File: src/pss_pkg.sv
`timescale 1ns / 1ps

package pss_pkg;

    localparam int SAMPLE_W = 10;
    localparam int SPEED_W  = 8;
    localparam int SERVO_W  = 7;
    localparam int LED_W    = 3;
    localparam int CFG_IDX_W = 3;

    // Scaled product of gain/4 and position excess: 8 x 10 bits.
    localparam int PROD_W = 18;

    // Exact reciprocal for x / 212 with x below 2**18: (x * 316552) >> 26.
    localparam int SPEED_RECIP_W = 19;
    localparam logic [SPEED_RECIP_W-1:0] SPEED_RECIP = 19'd316552;
    localparam int SPEED_SHIFT = 26;
    localparam int SPEED_Q_W = 11;
    localparam logic [SPEED_W-1:0] SPEED_MAX = 8'd255;

    // floor(speed * 35 / 255) folded into one multiply: (speed * 575715) >> 22.
    localparam int SERVO_RECIP_W = 20;
    localparam logic [SERVO_RECIP_W-1:0] SERVO_RECIP = 20'd575715;
    localparam int SERVO_SHIFT = 22;
    localparam int SERVO_Q_W = 6;
    localparam logic [SERVO_W-1:0] SERVO_BASE = 7'd50;
    localparam logic [SERVO_W-1:0] SERVO_TOP  = 7'd85;

    localparam logic [SAMPLE_W-1:0] ZERO_OFFSET_RST  = 10'd220;
    localparam logic [SAMPLE_W-1:0] CLEAR_LEVEL_RST  = 10'd425;
    localparam logic [SAMPLE_W-1:0] FIRST_LEVEL_RST  = 10'd420;
    localparam logic [SAMPLE_W-1:0] SECOND_LEVEL_RST = 10'd370;
    localparam logic [SAMPLE_W-1:0] THIRD_LEVEL_RST  = 10'd310;
    localparam logic [SAMPLE_W-1:0] ALARM_LEVEL_RST  = 10'd250;

    typedef enum logic [CFG_IDX_W-1:0] {
        CFG_ZERO_OFFSET  = 3'd0,
        CFG_CLEAR_LEVEL  = 3'd1,
        CFG_FIRST_LEVEL  = 3'd2,
        CFG_SECOND_LEVEL = 3'd3,
        CFG_THIRD_LEVEL  = 3'd4,
        CFG_ALARM_LEVEL  = 3'd5
    } cfg_idx_t;

    typedef struct packed {
        logic [SAMPLE_W-1:0] clear_level;
        logic [SAMPLE_W-1:0] first_level;
        logic [SAMPLE_W-1:0] second_level;
        logic [SAMPLE_W-1:0] third_level;
        logic [SAMPLE_W-1:0] alarm_level;
    } levels_t;

    typedef struct packed {
        logic [LED_W-1:0] bits;
        logic             alarm;
    } led_status_t;

endpackage

File: src/pss_if.sv
`timescale 1ns / 1ps

interface pss_sample_if;
    logic                          valid;
    logic                          ready;
    logic [pss_pkg::SAMPLE_W-1:0]  pos_sample;
    logic [pss_pkg::SAMPLE_W-1:0]  gain_sample;

    modport source (output valid, output pos_sample, output gain_sample, input ready);
    modport sink   (input valid, input pos_sample, input gain_sample, output ready);
endinterface

interface pss_result_if;
    logic                          valid;
    logic                          ready;
    logic [pss_pkg::SAMPLE_W-1:0]  pos_average;
    logic [pss_pkg::SAMPLE_W-1:0]  gain_average;
    logic [pss_pkg::SPEED_W-1:0]   speed_duty;
    logic [pss_pkg::SERVO_W-1:0]   servo_compare;
    logic [pss_pkg::LED_W-1:0]     led_bits;
    logic                          alarm_blink;

    modport source (output valid, output pos_average, output gain_average,
                    output speed_duty, output servo_compare, output led_bits,
                    output alarm_blink, input ready);
    modport sink   (input valid, input pos_average, input gain_average,
                    input speed_duty, input servo_compare, input led_bits,
                    input alarm_blink, output ready);
endinterface

File: src/pedal_speed_scaler_with_led_bar.sv
`timescale 1ns / 1ps
// The item completing a group of SAMPLES pairs moves its totals into the first stage.
// Throughput: one item per cycle, but a group's closing item waits for room in the
// first stage; one result per SAMPLES items. The group total, average, product,
// speed and servo stages each hold one register stage.
// Reset (rst_n, asynchronous, active low): totals, pair count, LED bar and all
// stage valid bits clear; configuration registers return to their defaults.

module pedal_speed_scaler_with_led_bar
#(
    parameter int SAMPLES = 10
)
(
    input  logic                           clk,
    input  logic                           rst_n,
    pss_sample_if.sink                     samples,
    pss_result_if.source                   results,
    input  logic                           cfg_we,
    input  logic [pss_pkg::CFG_IDX_W-1:0]  cfg_index,
    input  logic [pss_pkg::SAMPLE_W-1:0]   cfg_data
);

    // Group totals never overflow: they are sized for SAMPLES full-scale samples.
    localparam int TOT_W = $clog2(SAMPLES * 1023 + 1);
    localparam int CNT_W = (SAMPLES > 1) ? $clog2(SAMPLES) : 1;
    localparam logic [CNT_W-1:0] LAST_PAIR = CNT_W'(SAMPLES - 1);

    // Averages use an exact reciprocal: for totals below 2**TOT_W,
    // total / SAMPLES == (total * AVG_RECIP) >> AVG_SHIFT.
    localparam int AVG_L     = (SAMPLES > 1) ? $clog2(SAMPLES) : 0;
    localparam int AVG_SHIFT = TOT_W + AVG_L;
    localparam int AVG_P_W   = 2 * TOT_W + 1;
    localparam logic [TOT_W:0] AVG_RECIP =
        (TOT_W + 1)'(((1 << AVG_SHIFT) + SAMPLES - 1) / SAMPLES);

    localparam int SP_P_W = pss_pkg::PROD_W + pss_pkg::SPEED_RECIP_W;
    localparam int SV_P_W = pss_pkg::SPEED_W + pss_pkg::SERVO_RECIP_W;

    // ------------------------------------------------------------------
    // Configuration registers. Writes beyond the last index are dropped.
    // ------------------------------------------------------------------
    logic [pss_pkg::SAMPLE_W-1:0] zero_offset_reg;
    pss_pkg::levels_t             levels_reg;

    always_ff @(posedge clk or negedge rst_n)
    begin
        if (!rst_n)
        begin
            zero_offset_reg         <= pss_pkg::ZERO_OFFSET_RST;
            levels_reg.clear_level  <= pss_pkg::CLEAR_LEVEL_RST;
            levels_reg.first_level  <= pss_pkg::FIRST_LEVEL_RST;
            levels_reg.second_level <= pss_pkg::SECOND_LEVEL_RST;
            levels_reg.third_level  <= pss_pkg::THIRD_LEVEL_RST;
            levels_reg.alarm_level  <= pss_pkg::ALARM_LEVEL_RST;
        end
        else if (cfg_we)
        begin
            case (pss_pkg::cfg_idx_t'(cfg_index))
                pss_pkg::CFG_ZERO_OFFSET:  zero_offset_reg         <= cfg_data;
                pss_pkg::CFG_CLEAR_LEVEL:  levels_reg.clear_level  <= cfg_data;
                pss_pkg::CFG_FIRST_LEVEL:  levels_reg.first_level  <= cfg_data;
                pss_pkg::CFG_SECOND_LEVEL: levels_reg.second_level <= cfg_data;
                pss_pkg::CFG_THIRD_LEVEL:  levels_reg.third_level  <= cfg_data;
                pss_pkg::CFG_ALARM_LEVEL:  levels_reg.alarm_level  <= cfg_data;
                default: ;
            endcase
        end
    end

    // ------------------------------------------------------------------
    // Flow control. Each stage moves forward when it is empty or when the
    // stage after it moves, so bubbles collapse and the output register
    // acts as the skid between the pipeline and the consumer.
    // ------------------------------------------------------------------
    logic s1_valid_reg, s2_valid_reg, s3_valid_reg, s4_valid_reg, out_valid_reg;
    logic s1_adv, s2_adv, s3_adv, s4_adv, out_adv;

    assign out_adv = !out_valid_reg || results.ready;
    assign s4_adv  = !s4_valid_reg || out_adv;
    assign s3_adv  = !s3_valid_reg || s4_adv;
    assign s2_adv  = !s2_valid_reg || s3_adv;
    assign s1_adv  = !s1_valid_reg || s2_adv;

    // ------------------------------------------------------------------
    // Accumulation. Items that do not close a group are always taken; the
    // closing item needs room in the first stage.
    // ------------------------------------------------------------------
    logic [TOT_W-1:0] pos_total_reg, gain_total_reg;
    logic [CNT_W-1:0] pair_count_reg;
    logic [TOT_W-1:0] pos_sum, gain_sum;
    logic             last_pair;
    logic             accept;

    assign last_pair     = (pair_count_reg == LAST_PAIR);
    assign samples.ready = !last_pair || s1_adv;
    assign accept        = samples.valid && samples.ready;
    assign pos_sum       = pos_total_reg + TOT_W'(samples.pos_sample);
    assign gain_sum      = gain_total_reg + TOT_W'(samples.gain_sample);

    always_ff @(posedge clk or negedge rst_n)
    begin
        if (!rst_n)
        begin
            pos_total_reg  <= '0;
            gain_total_reg <= '0;
            pair_count_reg <= '0;
        end
        else if (accept)
        begin
            if (last_pair)
            begin
                pos_total_reg  <= '0;
                gain_total_reg <= '0;
                pair_count_reg <= '0;
            end
            else
            begin
                pos_total_reg  <= pos_sum;
                gain_total_reg <= gain_sum;
                pair_count_reg <= pair_count_reg + 1'b1;
            end
        end
    end

    // Stage 1: the completed group totals.
    logic [TOT_W-1:0] s1_pos_reg, s1_gain_reg;

    always_ff @(posedge clk or negedge rst_n)
    begin
        if (!rst_n)
        begin
            s1_valid_reg <= 1'b0;
        end
        else if (s1_adv)
        begin
            s1_valid_reg <= accept && last_pair;
        end
    end

    always_ff @(posedge clk)
    begin
        if (accept && last_pair)
        begin
            s1_pos_reg  <= pos_sum;
            s1_gain_reg <= gain_sum;
        end
    end

    // Stage 2: floored averages through the reciprocal multiply.
    logic [AVG_P_W-1:0]           pos_avg_prod, gain_avg_prod;
    logic [pss_pkg::SAMPLE_W-1:0] s2_pos_reg, s2_gain_reg;

    assign pos_avg_prod  = AVG_P_W'(s1_pos_reg) * AVG_P_W'(AVG_RECIP);
    assign gain_avg_prod = AVG_P_W'(s1_gain_reg) * AVG_P_W'(AVG_RECIP);

    always_ff @(posedge clk or negedge rst_n)
    begin
        if (!rst_n)
        begin
            s2_valid_reg <= 1'b0;
        end
        else if (s2_adv)
        begin
            s2_valid_reg <= s1_valid_reg;
        end
    end

    always_ff @(posedge clk)
    begin
        if (s2_adv && s1_valid_reg)
        begin
            s2_pos_reg  <= pos_avg_prod[AVG_SHIFT +: pss_pkg::SAMPLE_W];
            s2_gain_reg <= gain_avg_prod[AVG_SHIFT +: pss_pkg::SAMPLE_W];
        end
    end

    // Stage 3: LED bar update and the gain times position-excess product.
    // A position at or below the offset gives a zero excess and so zero speed.
    logic                         led_update;
    pss_pkg::led_status_t         led_status;
    logic [pss_pkg::SAMPLE_W-1:0] pos_excess;
    logic [pss_pkg::PROD_W-1:0]   speed_prod;
    logic [pss_pkg::SAMPLE_W-1:0] s3_pos_reg, s3_gain_reg;
    logic [pss_pkg::PROD_W-1:0]   s3_prod_reg;
    pss_pkg::led_status_t         s3_led_reg;

    assign led_update = s3_adv && s2_valid_reg;
    assign pos_excess = (s2_pos_reg > zero_offset_reg) ? (s2_pos_reg - zero_offset_reg) : '0;
    assign speed_prod = pss_pkg::PROD_W'(s2_gain_reg[pss_pkg::SAMPLE_W-1:2])
                      * pss_pkg::PROD_W'(pos_excess);

    pss_led_bar u_led_bar
    (
        .clk         (clk),
        .rst_n       (rst_n),
        .update      (led_update),
        .pos_average (s2_pos_reg),
        .levels      (levels_reg),
        .status      (led_status)
    );

    always_ff @(posedge clk or negedge rst_n)
    begin
        if (!rst_n)
        begin
            s3_valid_reg <= 1'b0;
        end
        else if (s3_adv)
        begin
            s3_valid_reg <= s2_valid_reg;
        end
    end

    always_ff @(posedge clk)
    begin
        if (led_update)
        begin
            s3_pos_reg  <= s2_pos_reg;
            s3_gain_reg <= s2_gain_reg;
            s3_prod_reg <= speed_prod;
            s3_led_reg  <= led_status;
        end
    end

    // Stage 4: divide by 212 through its reciprocal, then saturate at 255.
    logic [SP_P_W-1:0]             speed_recip_prod;
    logic [pss_pkg::SPEED_Q_W-1:0] speed_quot;
    logic [pss_pkg::SPEED_W-1:0]   speed_clamped;
    logic [pss_pkg::SAMPLE_W-1:0]  s4_pos_reg, s4_gain_reg;
    logic [pss_pkg::SPEED_W-1:0]   s4_speed_reg;
    pss_pkg::led_status_t          s4_led_reg;

    assign speed_recip_prod = SP_P_W'(s3_prod_reg) * SP_P_W'(pss_pkg::SPEED_RECIP);
    assign speed_quot       = speed_recip_prod[pss_pkg::SPEED_SHIFT +: pss_pkg::SPEED_Q_W];
    assign speed_clamped    = (speed_quot > pss_pkg::SPEED_Q_W'(pss_pkg::SPEED_MAX))
                            ? pss_pkg::SPEED_MAX : speed_quot[pss_pkg::SPEED_W-1:0];

    always_ff @(posedge clk or negedge rst_n)
    begin
        if (!rst_n)
        begin
            s4_valid_reg <= 1'b0;
        end
        else if (s4_adv)
        begin
            s4_valid_reg <= s3_valid_reg;
        end
    end

    always_ff @(posedge clk)
    begin
        if (s4_adv && s3_valid_reg)
        begin
            s4_pos_reg   <= s3_pos_reg;
            s4_gain_reg  <= s3_gain_reg;
            s4_speed_reg <= speed_clamped;
            s4_led_reg   <= s3_led_reg;
        end
    end

    // Output register: servo compare value, 50 plus speed scaled to 0..35.
    logic [SV_P_W-1:0]            servo_prod;
    logic [pss_pkg::SERVO_W-1:0]  servo_value;
    logic [pss_pkg::SAMPLE_W-1:0] out_pos_reg, out_gain_reg;
    logic [pss_pkg::SPEED_W-1:0]  out_speed_reg;
    logic [pss_pkg::SERVO_W-1:0]  out_servo_reg;
    pss_pkg::led_status_t         out_led_reg;

    assign servo_prod  = SV_P_W'(s4_speed_reg) * SV_P_W'(pss_pkg::SERVO_RECIP);
    assign servo_value = pss_pkg::SERVO_BASE
                       + pss_pkg::SERVO_W'(servo_prod[pss_pkg::SERVO_SHIFT +:
                                                      pss_pkg::SERVO_Q_W]);

    always_ff @(posedge clk or negedge rst_n)
    begin
        if (!rst_n)
        begin
            out_valid_reg <= 1'b0;
        end
        else if (out_adv)
        begin
            out_valid_reg <= s4_valid_reg;
        end
    end

    always_ff @(posedge clk)
    begin
        if (out_adv && s4_valid_reg)
        begin
            out_pos_reg   <= s4_pos_reg;
            out_gain_reg  <= s4_gain_reg;
            out_speed_reg <= s4_speed_reg;
            out_servo_reg <= servo_value;
            out_led_reg   <= s4_led_reg;
        end
    end

    assign results.valid         = out_valid_reg;
    assign results.pos_average   = out_pos_reg;
    assign results.gain_average  = out_gain_reg;
    assign results.speed_duty    = out_speed_reg;
    assign results.servo_compare = out_servo_reg;
    assign results.led_bits      = out_led_reg.bits;
    assign results.alarm_blink   = out_led_reg.alarm;

    // ------------------------------------------------------------------
    // Assertions
    // ------------------------------------------------------------------
    a_count_in_range: assert property (@(posedge clk) disable iff (!rst_n)
        pair_count_reg <= LAST_PAIR)
        else $error("pair count passed the group size");

    a_ready_mid_group: assert property (@(posedge clk) disable iff (!rst_n)
        !last_pair |-> samples.ready)
        else $error("item refused before the group was complete");

    a_servo_range: assert property (@(posedge clk) disable iff (!rst_n)
        results.valid |-> (results.servo_compare >= pss_pkg::SERVO_BASE)
                       && (results.servo_compare <= pss_pkg::SERVO_TOP))
        else $error("servo compare value out of range");

    a_result_follows_group: assert property (@(posedge clk) disable iff (!rst_n)
        (s1_valid_reg && !$past(s1_valid_reg)) |-> $past(accept && last_pair))
        else $error("group totals staged without a closing item");

endmodule

File: src/pss_led_bar.sv
`timescale 1ns / 1ps

module pss_led_bar
(
    input  logic                          clk,
    input  logic                          rst_n,
    input  logic                          update,
    input  logic [pss_pkg::SAMPLE_W-1:0]  pos_average,
    input  pss_pkg::levels_t              levels,
    output pss_pkg::led_status_t          status
);

    logic [pss_pkg::LED_W-1:0] led_state_reg;
    logic [pss_pkg::LED_W-1:0] led_state_next;
    logic                      alarm;

    // Clear first, then the sticky sets, then the alarm wipes everything.
    always_comb
    begin
        led_state_next = led_state_reg;
        alarm          = 1'b0;
        if (pos_average > levels.clear_level)
        begin
            led_state_next = '0;
        end
        if (pos_average < levels.first_level)
        begin
            led_state_next[0] = 1'b1;
        end
        if (pos_average < levels.second_level)
        begin
            led_state_next[1] = 1'b1;
        end
        if (pos_average < levels.third_level)
        begin
            led_state_next[2] = 1'b1;
        end
        if (pos_average < levels.alarm_level)
        begin
            alarm          = 1'b1;
            led_state_next = '0;
        end
    end

    always_ff @(posedge clk or negedge rst_n)
    begin
        if (!rst_n)
        begin
            led_state_reg <= '0;
        end
        else if (update)
        begin
            led_state_reg <= led_state_next;
        end
    end

    assign status.bits  = led_state_next;
    assign status.alarm = alarm;

    a_alarm_clears_bits: assert property (@(posedge clk) disable iff (!rst_n)
        status.alarm |-> (status.bits == '0))
        else $error("alarm raised with LED bits still set");

endmodule
File: src/flat_wrapper.sv
// flat-port wrapper written by rule: the top's interface ports become plain ports
module pedal_speed_scaler_with_led_bar_flat 
#(
    parameter int SAMPLES = 10
)
  (clk, rst_n, cfg_we, cfg_index, cfg_data, samples_valid, samples_pos_sample, samples_gain_sample, samples_ready, results_valid, results_pos_average, results_gain_average, results_speed_duty, results_servo_compare, results_led_bits, results_alarm_blink, results_ready);
  pss_sample_if samples_i ();
  pss_result_if results_i ();
  input  logic clk;
  input  logic rst_n;
  input  logic cfg_we;
  input  logic [pss_pkg::CFG_IDX_W-1:0] cfg_index;
  input  logic [pss_pkg::SAMPLE_W-1:0] cfg_data;
  input wire logic [$bits(samples_i.valid)-1:0] samples_valid;
  input wire logic [$bits(samples_i.pos_sample)-1:0] samples_pos_sample;
  input wire logic [$bits(samples_i.gain_sample)-1:0] samples_gain_sample;
  output wire logic [$bits(samples_i.ready)-1:0] samples_ready;
  output wire logic [$bits(results_i.valid)-1:0] results_valid;
  output wire logic [$bits(results_i.pos_average)-1:0] results_pos_average;
  output wire logic [$bits(results_i.gain_average)-1:0] results_gain_average;
  output wire logic [$bits(results_i.speed_duty)-1:0] results_speed_duty;
  output wire logic [$bits(results_i.servo_compare)-1:0] results_servo_compare;
  output wire logic [$bits(results_i.led_bits)-1:0] results_led_bits;
  output wire logic [$bits(results_i.alarm_blink)-1:0] results_alarm_blink;
  input wire logic [$bits(results_i.ready)-1:0] results_ready;
  assign samples_i.valid = samples_valid;
  assign samples_i.pos_sample = samples_pos_sample;
  assign samples_i.gain_sample = samples_gain_sample;
  assign samples_ready = samples_i.ready;
  assign results_valid = results_i.valid;
  assign results_pos_average = results_i.pos_average;
  assign results_gain_average = results_i.gain_average;
  assign results_speed_duty = results_i.speed_duty;
  assign results_servo_compare = results_i.servo_compare;
  assign results_led_bits = results_i.led_bits;
  assign results_alarm_blink = results_i.alarm_blink;
  assign results_i.ready = results_ready;
  pedal_speed_scaler_with_led_bar #(.SAMPLES(SAMPLES)) u_core (.clk(clk), .rst_n(rst_n), .samples(samples_i), .results(results_i), .cfg_we(cfg_we), .cfg_index(cfg_index), .cfg_data(cfg_data));
endmodule
File: config.mk
export PLATFORM = sky130hd
export DESIGN_NAME = pedal_speed_scaler_with_led_bar_flat
export DESIGN_NICKNAME = d
export VERILOG_FILES = /design/src/pss_pkg.sv /design/src/pss_if.sv /design/src/pedal_speed_scaler_with_led_bar.sv /design/src/pss_led_bar.sv /design/src/flat_wrapper.sv
export SDC_FILE = /design/constraint.sdc
export NUM_CORES = 1
export LEC_CHECK = 0
export BUFFER_PORTS_ARGS = -buffer_cell sky130_fd_sc_hd__buf_4
export CORE_ASPECT_RATIO = 1.2
export CORE_MARGIN = 4
export CORE_UTILIZATION = 35
export CTS_BUF_LIST = sky130_fd_sc_hd__clkbuf_4 sky130_fd_sc_hd__clkbuf_8
export DETAILED_ROUTE_END_ITERATION = 10
export GPL_TIMING_DRIVEN = 0
export PLACE_DENSITY = 0.54
export SETUP_SLACK_MARGIN = 0.3
export SYNTH_ARGS = -nofsm -noshare
export SYNTH_HDL_FRONTEND = slang
export SYNTH_SLANG_ARGS = --single-unit
File: constraint.sdc
create_clock -name clk -period 15.45 [get_ports clk]
set_clock_uncertainty 0.2 [all_clocks]
set_input_delay 2.3175 -clock clk [delete_from_list [all_inputs] [get_ports clk]]
set_output_delay 2.3175 -clock clk [all_outputs]
set_load 0.01 [all_outputs]
## Word-level counts from Yosys, hierarchy flattened

Cells that the tools add are included.

- Add/subtract/negate cells: 5
- Reductions and logical operators: 25
- Equality and inequality tests: 6
- Order comparisons: 7
- Multiply operators: 5
- Mux-type cells: 10

Operators by type and width:

| cell | number |
|---|---|
| multiplier 14 x 15 -> 28 bit, second input constant | 2 |
| less-than comparator 10 bit | 4 |
| multiplier 18 x 16 -> 34 bit, second input constant | 1 |
| adder 14 x 10 -> 14 bit | 2 |
| multiplier 8 x 20 -> 28 bit, second input constant | 1 |
| 2-to-1 mux 14 bit | 2 |
| > comparator 10 bit | 2 |
| multiplier 8 x 10 -> 18 bit | 1 |
| AND reduction 2 bit | 6 |
| > comparator 11 x 8 -> 1 bit, second input constant | 1 |
| 2-to-1 mux 10 bit | 1 |
| subtractor 10 bit | 1 |
| adder 6 x 6 -> 7 bit, first input constant | 1 |
| equality test 3 x 2 -> 1 bit, second input constant | 2 |
| equality test 3 bit, second input constant | 2 |
| logical AND 1 bit | 6 |
| zero test 1 bit | 6 |
| logical OR 1 bit | 6 |
| 2-to-1 mux 3 bit | 2 |
| adder 4 x 1 -> 4 bit, second input constant | 1 |
| equality test 4 bit, second input constant | 1 |
| 2-to-1 mux 1 bit | 4 |
| 2-to-1 mux 4 bit | 1 |
| equality test 3 x 1 -> 1 bit, second input constant | 1 |
| zero test 3 bit | 1 |

- Logic and storage cells: 93
- Register bits after elaboration: 261
- Bits of input ports: 38
- Output and inout bits: 41

## Logic depth before layout (Yosys ltp)

Gate-level depths: netlist of the first run.

- Depth after elaboration: 9
- Gate-level depth with buffers: 30
- Depth with buffers taken out: 28

## Modules after synthesis

From an unflattened synthesis of the first run, not the netlist that was laid out.

- Cell total of the unflattened synthesis: 2352
- Area total of the unflattened synthesis: 26284.0 sq um

Modules (own cells, without submodules):

| module | cells each | seq. area each (sq um) | area an instance (sq um) | times used |
|---|---|---|---|---|
| pedal_speed_scaler_with_led_bar | 2174 | 7299.5 | 24865.1 | 1 |
| pss_led_bar | 178 | 75.1 | 1418.9 | 1 |

## Worst setup path before layout of the first run

No wires, ideal clock.

- Kind: register to register
- Start point: register u_core.s2_pos_reg[0] (netlist bit)
- End point: register u_core.s3_prod_reg[17] (netlist bit) (data pin)
- Data required time: 15.083 ns
- Stages on the path, launching flop included: 30
- Path slack: 8.680 ns
- Period minus slack after synthesis: 6.770 ns
- Data arrival time: 6.403 ns
- Setup time: 0.167 ns
- Buffers on the path: 2
- Cells stage by stage: edfxtp_1 inv_1 ha_1 inv_1 fa_1 a21o_1 a21oi_1 o21ai_1 a21oi_1 o21ai_1 a211oi_2 or2_1 buf_2 buf_2 nor3_1 fa_1 fa_1 ha_1 inv_1 fa_1 inv_1 ha_1 nor2b_1 o21a_1 o21a_1 o211ai_1 a21oi_1 o31ai_1 nor2_1 a211oi_1

- Cells in the longest elaborated chain, start to end: 3
- Elaborated cells between the ends (all ways): 4
- Those cells by class: add/sub: 1; mul: 1; order compare: 1; mux: 1

RTL lines:

| what | RTL line | RTL |
|---|---|---|
| start: declaration | pedal_speed_scaler_with_led_bar.sv:151 | `logic [pss_pkg::SAMPLE_W-1:0] s2_pos_reg, s2_gain_reg;` |
| start signal: assignment | pedal_speed_scaler_with_led_bar.sv:172 | `s2_pos_reg <= pos_avg_prod[AVG_SHIFT +: pss_pkg::SAMPLE_W];` |
| subtractor 10 bit / > comparator 10 bit (equally long branches) | pedal_speed_scaler_with_led_bar.sv:188 | `assign pos_excess = (s2_pos_reg > zero_offset_reg) ? (s2_pos_reg - zero_offset_reg) : '0;` |
| 2-to-1 mux 10 bit (*) | pedal_speed_scaler_with_led_bar.sv:188 |  |
| multiplier 8 x 10 -> 18 bit (*) | pedal_speed_scaler_with_led_bar.sv:190 | `* pss_pkg::PROD_W'(pos_excess);` |
| via u_core.speed_prod (one bit) | pedal_speed_scaler_with_led_bar.sv:182 | `logic [pss_pkg::PROD_W-1:0] speed_prod;` |
| end signal: assignment | pedal_speed_scaler_with_led_bar.sv:220 | `s3_prod_reg <= speed_prod;` |
| end: declaration | pedal_speed_scaler_with_led_bar.sv:184 | `logic [pss_pkg::PROD_W-1:0] s3_prod_reg;` |

The timed path passes the listed nets; every way through them passes the cells marked *.
A chain may end at the register's enable or synchronous reset.

## Final worst setup path of the first run

Ends and elaborated chain as after synthesis.

==> results.cfg, run 1 <==
[floorplanning]
die_h_um = 306
rows = 109
die-width_um = 256
start_util_pct = 35.3
core_sq_um = 73500
die-area_sq_um = 78500
ioPinCount = 79

[setup_path]
crit_type = register to register
cp.required_ns = 15.69
critPathArrivalTime_ns = 7.96
slowest_delay_ns = 0.56
rr_endpoint = u_core.s3_prod_reg[17]
path_common_cell = fa_1
worst-r2r-cell-count = 28
setup.worst_path.end_class = register
cpMaxStageDelayCell = a211oi_2
start_kind = register
crit_buf_inv = 6
cpLargestDelayFamily = adder cells
r2r_start = u_core.s2_pos_reg[0]
r2r_slack_ns = 7.72
worstPathMaxFanout = 10

[sta]
fin_setup_tns_ns = 0
finalHoldViolCount = 0
finalSetupViolations = 0
timing.final.crit_share_pct = 50.0
report.final.slew_viol_count = 0
min_period_ns = 7.73
max-slew-margin-rel_pct = 12.1
worstMarginPinSlew_ns = 1.31
grt_setup_unrepaired = false
fmax_mhz = 129
holdWs_ns = 0.195

[clock_network]
cts_sinks = 261
clkTransAtPathRegs_ns = 0.06
cts_buffers = 48
clock-root-buffer = clkbuf_8
htree_levels = 2
ctsHoldBuffers = 0
clk_latency_ns = 0.64
post_cts_resized = 0
cts_setup_buffers = 0
cts_tree = built
ctsLongestPathBuffers = 3

[placed_design]
dp.cells = 3391
gp_congestion = 0.859
dp_hpwl_mm = 45.5
port-buffer-count = 76

[final_layout]
area_delta_synth_final_pct = 11.4
final_cells = 3481
largest_reg_flops = 50
fillers = 7125
final_cell_mix = 511 x ha_1, 505 x inv_1, 256 x fa_1
fin_util_pct = 39.3
drive_above_1_share_pct = 9.69
antennaDiodeCount = 0
seq_area_sq_um = 7370
final_nets = 3304
multi_input_area_sq_um = 16600
final_common_cell = ha_1

[pwr]
p_sw_mw = 2.82
internal-power_mw = 3.29
powerDensity_nw_per_um2 = 212
power_frac_comb_pct = 70.2
peakVddDrop_mv = 0.137
total_leakage_power_nw = 14.1
p_seq_share_pct = 17.8
clkPwrFrac_pct = 12.0
switching_share_pct = 46.2

[yosys]
ys_types = 73
postSynth.asyncResetShare_pct = 38.3
synth_area_per_cell_sq_um = 10.9
syn_inst = 2368
synth_area_sq_um = 25900
ys_seq_elements = 261
yosysSeqAreaShare_pct = 28.5
ys_warn_count = 0
synth_nets = 3173
synth-edff-count = 161
ys.flop_type = edfxtp_1

[global_routing]
grt_pass1_wl_mm = 93.8
grt_max_degree = 101
grt_usage_pct = 14.6
grt_pass1_vias = 18562
grt-ovfl-total = 0
grt_antenna_before_repair = 1

[route]
drt_iter0_markers = 635
ant_nets = 0
routed_wl_mm = 56.2
vias = 17023
vias_per_cell = 4.89
post_drt_wl_per_cell_um = 16.1
firstDrtPassIters = 5
drc = 0

[hold_path]
hold_path.class = register to register
hold_path_end = u_core.results.pos_average[1]
min_from = u_core.s4_pos_reg[1]
holdPathStages = 0

[run]
cap_violations = 0

[outcome]
outcome = completed
[cells by family (layout without fill, tap and decap cells)]
logic type	after synthesis	in the layout	synth area share, %
buffers and inverters	529	699	7.69
AO/OA/AOI/OAI	330	330	8.47
XOR/XNOR	74	74	2.50
adder cells (fa/ha/maj)	768	768	44.5
flip-flops	261	261	28.5
multiplexers	24	24	1.04
AND/OR/NAND/NOR	382	382	7.37
[through the flow]
step                instance area, sq um  setup slack [ns]  power (mW)
floorplan                          25900              8.68        4.38
global placement                   27700              7.75        5.32
detailed placement                 27800              7.70        5.42
CTS                                28800              7.66        6.23
global route                       28900              7.16        6.90
finish                             28900              7.72        6.11
[power groups by stage]
| stage | Clock [mW] | Combinational (mW) | Sequential [mW] |
|---|---|---|---|
| after floorplan | 0 | 3.32 | 1.06 |
| after global placement | 0 | 4.23 | 1.10 |
| after detailed placement | 0 | 4.32 | 1.10 |
| after CTS | 0.765 | 4.38 | 1.09 |
| after global routing | 0.797 | 5.00 | 1.10 |
| final | 0.733 | 4.29 | 1.09 |
[cells in the mapped netlist (3+ instances only)]
cell       count  area (sq um)
o31ai_1        4          30.0
and3_1        16           100
nand4_1       15          93.8
dfrtp_1       70          1750
inv_1        505          1900
or2_2          9          56.3
nor2_1        47           176
clkbuf_1      17          63.8
a21o_1        40           300
o21ai_1       27           135
nand3_1       28           140
nand2b_1      12          75.1
a31oi_1       17           106
a21boi_1       3          22.5
o31a_1         3          26.3
ha_1         511          6390
o41ai_1        4          35.0
nor3_1        72           360
buf_2          5          25.0
edfxtp_1     161          4830
xor2_1        20           175
a211oi_1      12          90.1
a21oi_1       71           355
nor2b_1       10          62.6
o21ai_0       57           285
or3_1         15          93.8
o22ai_1        4          25.0
o21a_1        20           150
nand2_1      109           409
dfstp_2       30           788
xnor2_1       54           473
mux2_2        24           270
a211o_1        4          35.0
a2111oi_0      4          35.0
fa_1         256          5120
o21bai_1       4          30.0
a41oi_1        7          61.3
and2_1        30           188
nor3b_1        6          45.0
a2bb2oi_1      3          26.3
a22o_1        19           166
o211ai_1       7          52.6
[how the worst max path moves through the flow]
stage / start / to / slack [ns] / depth (start not counted)
final: u_core.s2_pos_reg[0] / u_core.s3_prod_reg[17] / 7.72 / 28
after global placement: u_core.s2_pos_reg[0] / u_core.s3_prod_reg[17] / 7.75 / 29
after detailed placement: u_core.s2_pos_reg[0] / u_core.s3_prod_reg[17] / 7.70 / 29
after global routing: u_core.s2_pos_reg[0] / u_core.s3_prod_reg[17] / 7.16 / 29
after floorplan: u_core.s2_pos_reg[0] / u_core.s3_prod_reg[17] / 8.68 / 29
after CTS: u_core.s2_pos_reg[0] / u_core.s3_prod_reg[17] / 7.66 / 29
[layout make-up]
cell class,count,area share (%)
Buffer,23,0.321
Multi-Input combinational cell,1578,57.4
Timing Repair Buffer,81,2.34
Sequential cell,261,25.5
Inverter,506,6.58
Tap cell,943,4.09
Clock inverter,20,0.728
Clock buffer,69,3.01
[layer usage]
| layer | vias to the layer above | GRT usage, % | share of wire [%] |
|---|---|---|---|
| met1 | 8376 | 17.8 | 42 |
| met4 | 2 | 3.93 | 2.6 |
| met5 | - | 0 | 0.023 |
| met2 | 267 | 26.7 | 51 |
| li1 | 8273 | - | - |
| met3 | 105 | 2.48 | 4.0 |
(Power assumes the default switching activity.)
==> inputs of run 2 (changes only) <==
--- a/config.mk
+++ b/config.mk
@@ -5,6 +5,7 @@
 export SDC_FILE = /design/constraint.sdc
 export NUM_CORES = 1
 export LEC_CHECK = 0
+export ABC_AREA = 1
 export BUFFER_PORTS_ARGS = -buffer_cell sky130_fd_sc_hd__buf_4
 export CORE_ASPECT_RATIO = 1.2
 export CORE_MARGIN = 4
==> constraint.sdc (replaced) <==
create_clock -name clk -period 7.75 [get_ports clk]
set_clock_uncertainty 0.2 [all_clocks]
set_input_delay 1.1625 -clock clk [delete_from_list [all_inputs] [get_ports clk]]
set_output_delay 1.1625 -clock clk [all_outputs]
set_load 0.01 [all_outputs]
==> results.cfg, run 2 <==
[final_layout]
area_delta_synth_final_pct = 10.6
final_nets = 4087
fillers = 8152
final_cell_mix = 694 x inv_1, 526 x nand2_1, 511 x ha_1
final_common_cell = inv_1
antennaDiodeCount = 0
largest_reg_flops = 50
drive_above_1_share_pct = 7.86

[hold_path]
hold_path.class = register to register
min_from = u_core.s3_pos_reg[3]

[yosys]
ys_top_cells_by_count = 696 x inv_1, 526 x nand2_1, 511 x ha_1
ys.flop_type = edfxtp_1
synth-edff-count = 161
ys_types = 56
synth_area_per_cell_sq_um = 9.04
yosysSeqAreaShare_pct = 25.9
ys_seq_elements = 261
yosys.area.top_type = ha_1
postSynth.asyncResetShare_pct = 38.3
syn_inst = 3152
synth_nets = 3957
synth_area_sq_um = 28500
synth_area_leaders = ha_1 22%, fa_1 18%, edfxtp_1 17%, inv_1 9.2%, nand2_1 6.9%
synth_top_area_share_pct = 22.4
synth_most_common_cell = inv_1
ys_warn_count = 0

[sta]
fin_setup_tns_ns = 0
fmax_mhz = 163
grt_setup_unrepaired = false
finalHoldViolCount = 0
timing.final.crit_share_pct = 78.9
worstMarginPinSlew_ns = 1.02
report.final.slew_viol_count = 0
max-slew-margin-rel_pct = 31.8
min_period_ns = 6.12
finalSetupViolations = 0

[clock_network]
htree_levels = 2
cts_sinks = 261
ctsLongestPathBuffers = 3
ctsHoldBuffers = 0
cts_setup_buffers = 0
clock-root-buffer = clkbuf_8
cts_buffers = 46
cts_tree = built
clk_latency_ns = 0.62
post_cts_resized = 0
clkTransAtPathRegs_ns = 0.06

[outcome]
outcome = completed

[setup_path]
worstPathMaxFanout = 7
cp.required_ns = 7.90
crit_path_start = u_core.s2_pos_reg[0]
setup.worst_path.end_class = register
cpMaxStageDelayCell = fa_1
slowest_delay_ns = 0.52
path_common_cell = fa_1
crit_chain = inv_1 > ha_1 > inv_1 > fa_1 > a31o_2 > xnor2_1 > nor2_1 > inv_2 > nor2_1 > fa_1 > fa_1 > fa_1 > inv_1 > fa_1 > inv_1 > ha_1 > nand2_1 > nor3_1 > nand2_1 > o211ai_1 > a21boi_1 > o21ai_1 > xor2_1
start_kind = register
r2r_start = u_core.s2_pos_reg[0]
critPathArrivalTime_ns = 6.27
crit_type = register to register

[global_routing]
grt_antenna_before_repair = 0
grt_max_degree = 101
grt-ovfl-total = 0
grt_pass1_vias = 21495
grt_usage_pct = 15.5
grt_pass1_wl_mm = 108

[route]
firstDrtPassIters = 6
ant_nets = 0
vias = 20420
drt_iter0_markers = 858
vias_per_cell = 4.68
drc = 0
routed_wl_mm = 64.8
post_drt_wl_per_cell_um = 14.8

[placed_design]
dp_hpwl_mm = 53.7
gp_congestion = 0.889
port-buffer-count = 78

[run]
cap_violations = 0

[floorplanning]
die-width_um = 268
ioPinCount = 79
die-area_sq_um = 86000
core_sq_um = 80600
die_h_um = 321
rows = 114
start_util_pct = 35.4
run 2: cell count changes after synthesis, sizes merged, moves of 34 or more:
cell / change
a21oi: +69
nand2: +429
o21ai: +51
nor2: +171
nor3: -41
inv: +205
nand3: +91
xnor2: -34
run 2: cell type report:
cell class / count / area, sq um / share of cell area, %
Inverter: 715 / 2690 / 8.54
Buffer: 16 / 85.1 / 0.270
Clock inverter: 16 / 134 / 0.425
Clock buffer: 69 / 868 / 2.76
Tap cell: 1044 / 1310 / 4.15
Multi-Input combinational cell: 2160 / 18400 / 58.3
Timing Repair Buffer: 82 / 692 / 2.20
Sequential cell: 261 / 7370 / 23.4
run 2: through the flow:
step	util [%]	setup slack [ns]	hold slack [ns]	std cells	instance area, sq um
final	39.1	1.63	0.211	4363	31500
after global routing	39.1	1.31	0.192	4363	31500
after CTS	39.0	1.64	0.215	4361	31400
after detailed placement	37.8	1.65	0.205	4276	30400
after global placement	37.7	1.65	0.200	4274	30400
after floorplan	-	2.40	0.200	3152	28500
run 2: cells by family after synthesis:
family	after synthesis	share of synthesized area [%]
simple gates	962	14.6
fa+ha+maj	767	40.4
buf+inv	731	9.74
flops	261	25.9
xor+xnor	71	2.21
compound gates	360	7.18
run 2: layer usage:
layer  vias up  part of all wire [%]  global-route usage, %
met2       300                    51                   28.6
met1      9625                    43                   18.8
met5         -                     0                      0
li1      10378                     -                      -
met4         0                   3.0                   4.65
met3       117                   3.2                   2.03
run 2: path summary, 6_finish.rpt:
kind                            slack (ns)  cells after the start                        to
max in group asynchronous             6.40                      2     u_core.levels_reg[28]
worst max register to register        1.63                     23    u_core.s3_prod_reg[14]
min in group asynchronous             0.22                      1  u_core.gain_total_reg[4]
worst min-delay path                  0.21                      0      u_core.s4_pos_reg[3]
worst min register to register        0.21                      0      u_core.s4_pos_reg[3]
worst max-delay path                  1.63                     23    u_core.s3_prod_reg[14]
run 2: worst max-delay path, delay by kind of cell (launching register included):
kind	cells	cell delay, ns
xor gates and xnor gates	2	0.21
buffers and inverters	5	0.59
AOI/OAI and AO/OA	4	0.76
adders and majority gates	7	2.94
DFF	1	0.50
and+or+nand+nor	5	0.66
Power of run 2 is not shown: default switching activity piles up to over one toggle a cycle in this logic, so the estimate is an artifact.
==> inputs of run 3 (changes only) <==
==> constraint.sdc (replaced) <==
create_clock -name clk -period 6.28 [get_ports clk]
set_clock_uncertainty 0.2 [all_clocks]
set_input_delay 0.942 -clock clk [delete_from_list [all_inputs] [get_ports clk]]
set_output_delay 0.942 -clock clk [all_outputs]
set_load 0.01 [all_outputs]
==> results.cfg, run 3 (synthesis gave the netlist of run 2 again) <==
[final_layout]
seq_area_sq_um = 7370
antennaDiodeCount = 0
final_nets = 4104
largest_reg_flops = 50
area_delta_synth_final_pct = 11.2
design_area_sq_um = 31700
fillers = 8143
fin_util_pct = 39.3
final_cell_mix = 693 x inv_1, 526 x nand2_1, 506 x ha_1
multi_input_area_sq_um = 18400
final_common_cell = inv_1
drive_above_1_share_pct = 8.84

[clock_network]
cts_buffers = 46
clock-root-buffer = clkbuf_8
clkTransAtPathRegs_ns = 0.06
cts_tree = built
htree_levels = 2
ctsLongestPathBuffers = 3
clk_latency_ns = 0.63
cts_sinks = 261

[floorplanning]
ioPinCount = 79
core_sq_um = 80600
rows = 114
die-area_sq_um = 86000
start_util_pct = 35.4
die_h_um = 321
die-width_um = 268

[route]
drc = 0
vias_per_cell = 4.67
firstDrtPassIters = 5
post_drt_wl_per_cell_um = 14.8
routed_wl_mm = 64.8
vias = 20469
ant_nets = 0
drt_iter0_markers = 804

[setup_path]
cp.required_ns = 6.44
critPathArrivalTime_ns = 5.91
rr_endpoint = u_core.s3_prod_reg[17]
worst-r2r-cell-count = 23
start_kind = register
worstPathMaxFanout = 7
crit_type = register to register
r2r_slack_ns = 0.53
r2r_start = u_core.s2_pos_reg[0]
setup.worst_path.end_class = register

[run]
cap_violations = 0

[sta]
timing.final.crit_share_pct = 91.6
min_period_ns = 5.75
finalHoldViolCount = 0
fmax_mhz = 174
max-slew-margin-rel_pct = 31.7
fin_setup_tns_ns = 0
report.final.slew_viol_count = 0
worstMarginPinSlew_ns = 1.02
fin_ws_ns = 0.530
grt_setup_unrepaired = false
finalSetupViolations = 0

[placed_design]
placed_area_sq_um = 30400
dp_hpwl_mm = 53.7
pre_cts_ws_ns = 0.177
port-buffer-count = 78
gp_congestion = 0.889

[global_routing]
grt-ovfl-total = 0
grt_antenna_before_repair = 0
grt_max_degree = 101
grt_usage_pct = 15.5
grt_pass1_wl_mm = 108
grt_pass1_vias = 21496

[outcome]
outcome = completed

[hold_path]
hold_path.class = register to register
min_from = u_core.s3_pos_reg[3]
hold_path_end = u_core.s4_pos_reg[3]
holdPathStages = 0
==> run 3: cell count changes in the layout (fill, tap and decap cells not counted), moves of 2 or more <==
cell / previous run / this run
buf_4: 77 / 93
o21ai_1: 9 / 11
o21ai_0: 123 / 121
a21oi_1: 139 / 136
ha_2: 0 / 5
ha_1: 511 / 506
nor2_2: 11 / 17
nor2_1: 202 / 196
a21oi_2: 2 / 5
==> run 3: what timing repair did <==
item | 4_1_cts | 5_1_grt
gates resized for setup | 1 | 21
hold buffers | 0 | 1
endpoints found under the setup margin | 5 | 9
buffers inserted | 2 | 14
hold endpoints to repair | 0 | 25
==> run 3: area by class of cell <==
class	count	area share [%]
clock inverter	16	0.423
sequential	261	23.3
buffer	16	0.269
clock buffer	69	2.74
timing repair buffer	99	2.59
tap	1044	4.12
multi-input combinational	2160	58.1
inverter	715	8.49
==> run 3: per-stage QoR <==
stage	hold WS, ns	std cells
floorplan	0.200	3152
global placement	0.200	4274
detailed placement	0.205	4276
CTS	0.215	4363
global route	0.225	4380
finish	0.212	4380
==> run 3: worst max-delay path, stage by stage (launching register included) <==
cell and delay, ns:
edfxtp_1 0.50, inv_4 0.09, ha_1 0.16, inv_1 0.09, fa_2 0.39, a31o_2 0.28
xnor2_1 0.12, nor2_1 0.18, inv_2 0.11, nor2_1 0.13, fa_1 0.45, fa_1 0.51
fa_1 0.49, inv_1 0.04, fa_1 0.47, inv_1 0.04, ha_1 0.35, nand2_1 0.10
o21ai_0 0.30, nand2_1 0.09, nand3_1 0.16, nand3_1 0.09, nand3_1 0.09, xor2_1 0.07
==> run 3: routing by layer <==
metal / part of all wire, % / GRT usage [%] / vias up
met3: 3.2 / 1.93 / 109
met1: 43 / 18.9 / 9660
li1: - / - / 10412
met2: 51 / 28.6 / 288
met4: 2.7 / 4.54 / 0
met5: 0 / 0 / -
==> run 3: how the worst max path moves through the flow <==
| stage | from | to | slack [ns] | cells after the start |
|---|---|---|---|---|
| after floorplan | u_core.zero_offset_reg[2] | u_core.s3_prod_reg[14] | 0.93 | 23 |
| after global placement | u_core.s2_pos_reg[0] | u_core.s3_prod_reg[14] | 0.18 | 23 |
| after detailed placement | u_core.s2_pos_reg[0] | u_core.s3_prod_reg[14] | 0.18 | 23 |
| after CTS | u_core.s2_pos_reg[0] | u_core.s3_prod_reg[14] | 0.30 | 23 |
| after global routing | u_core.zero_offset_reg[7] | u_core.s3_prod_reg[14] | 0.29 | 24 |
| final | u_core.s2_pos_reg[0] | u_core.s3_prod_reg[17] | 0.53 | 23 |
Power of run 3 is left out for the same reason.
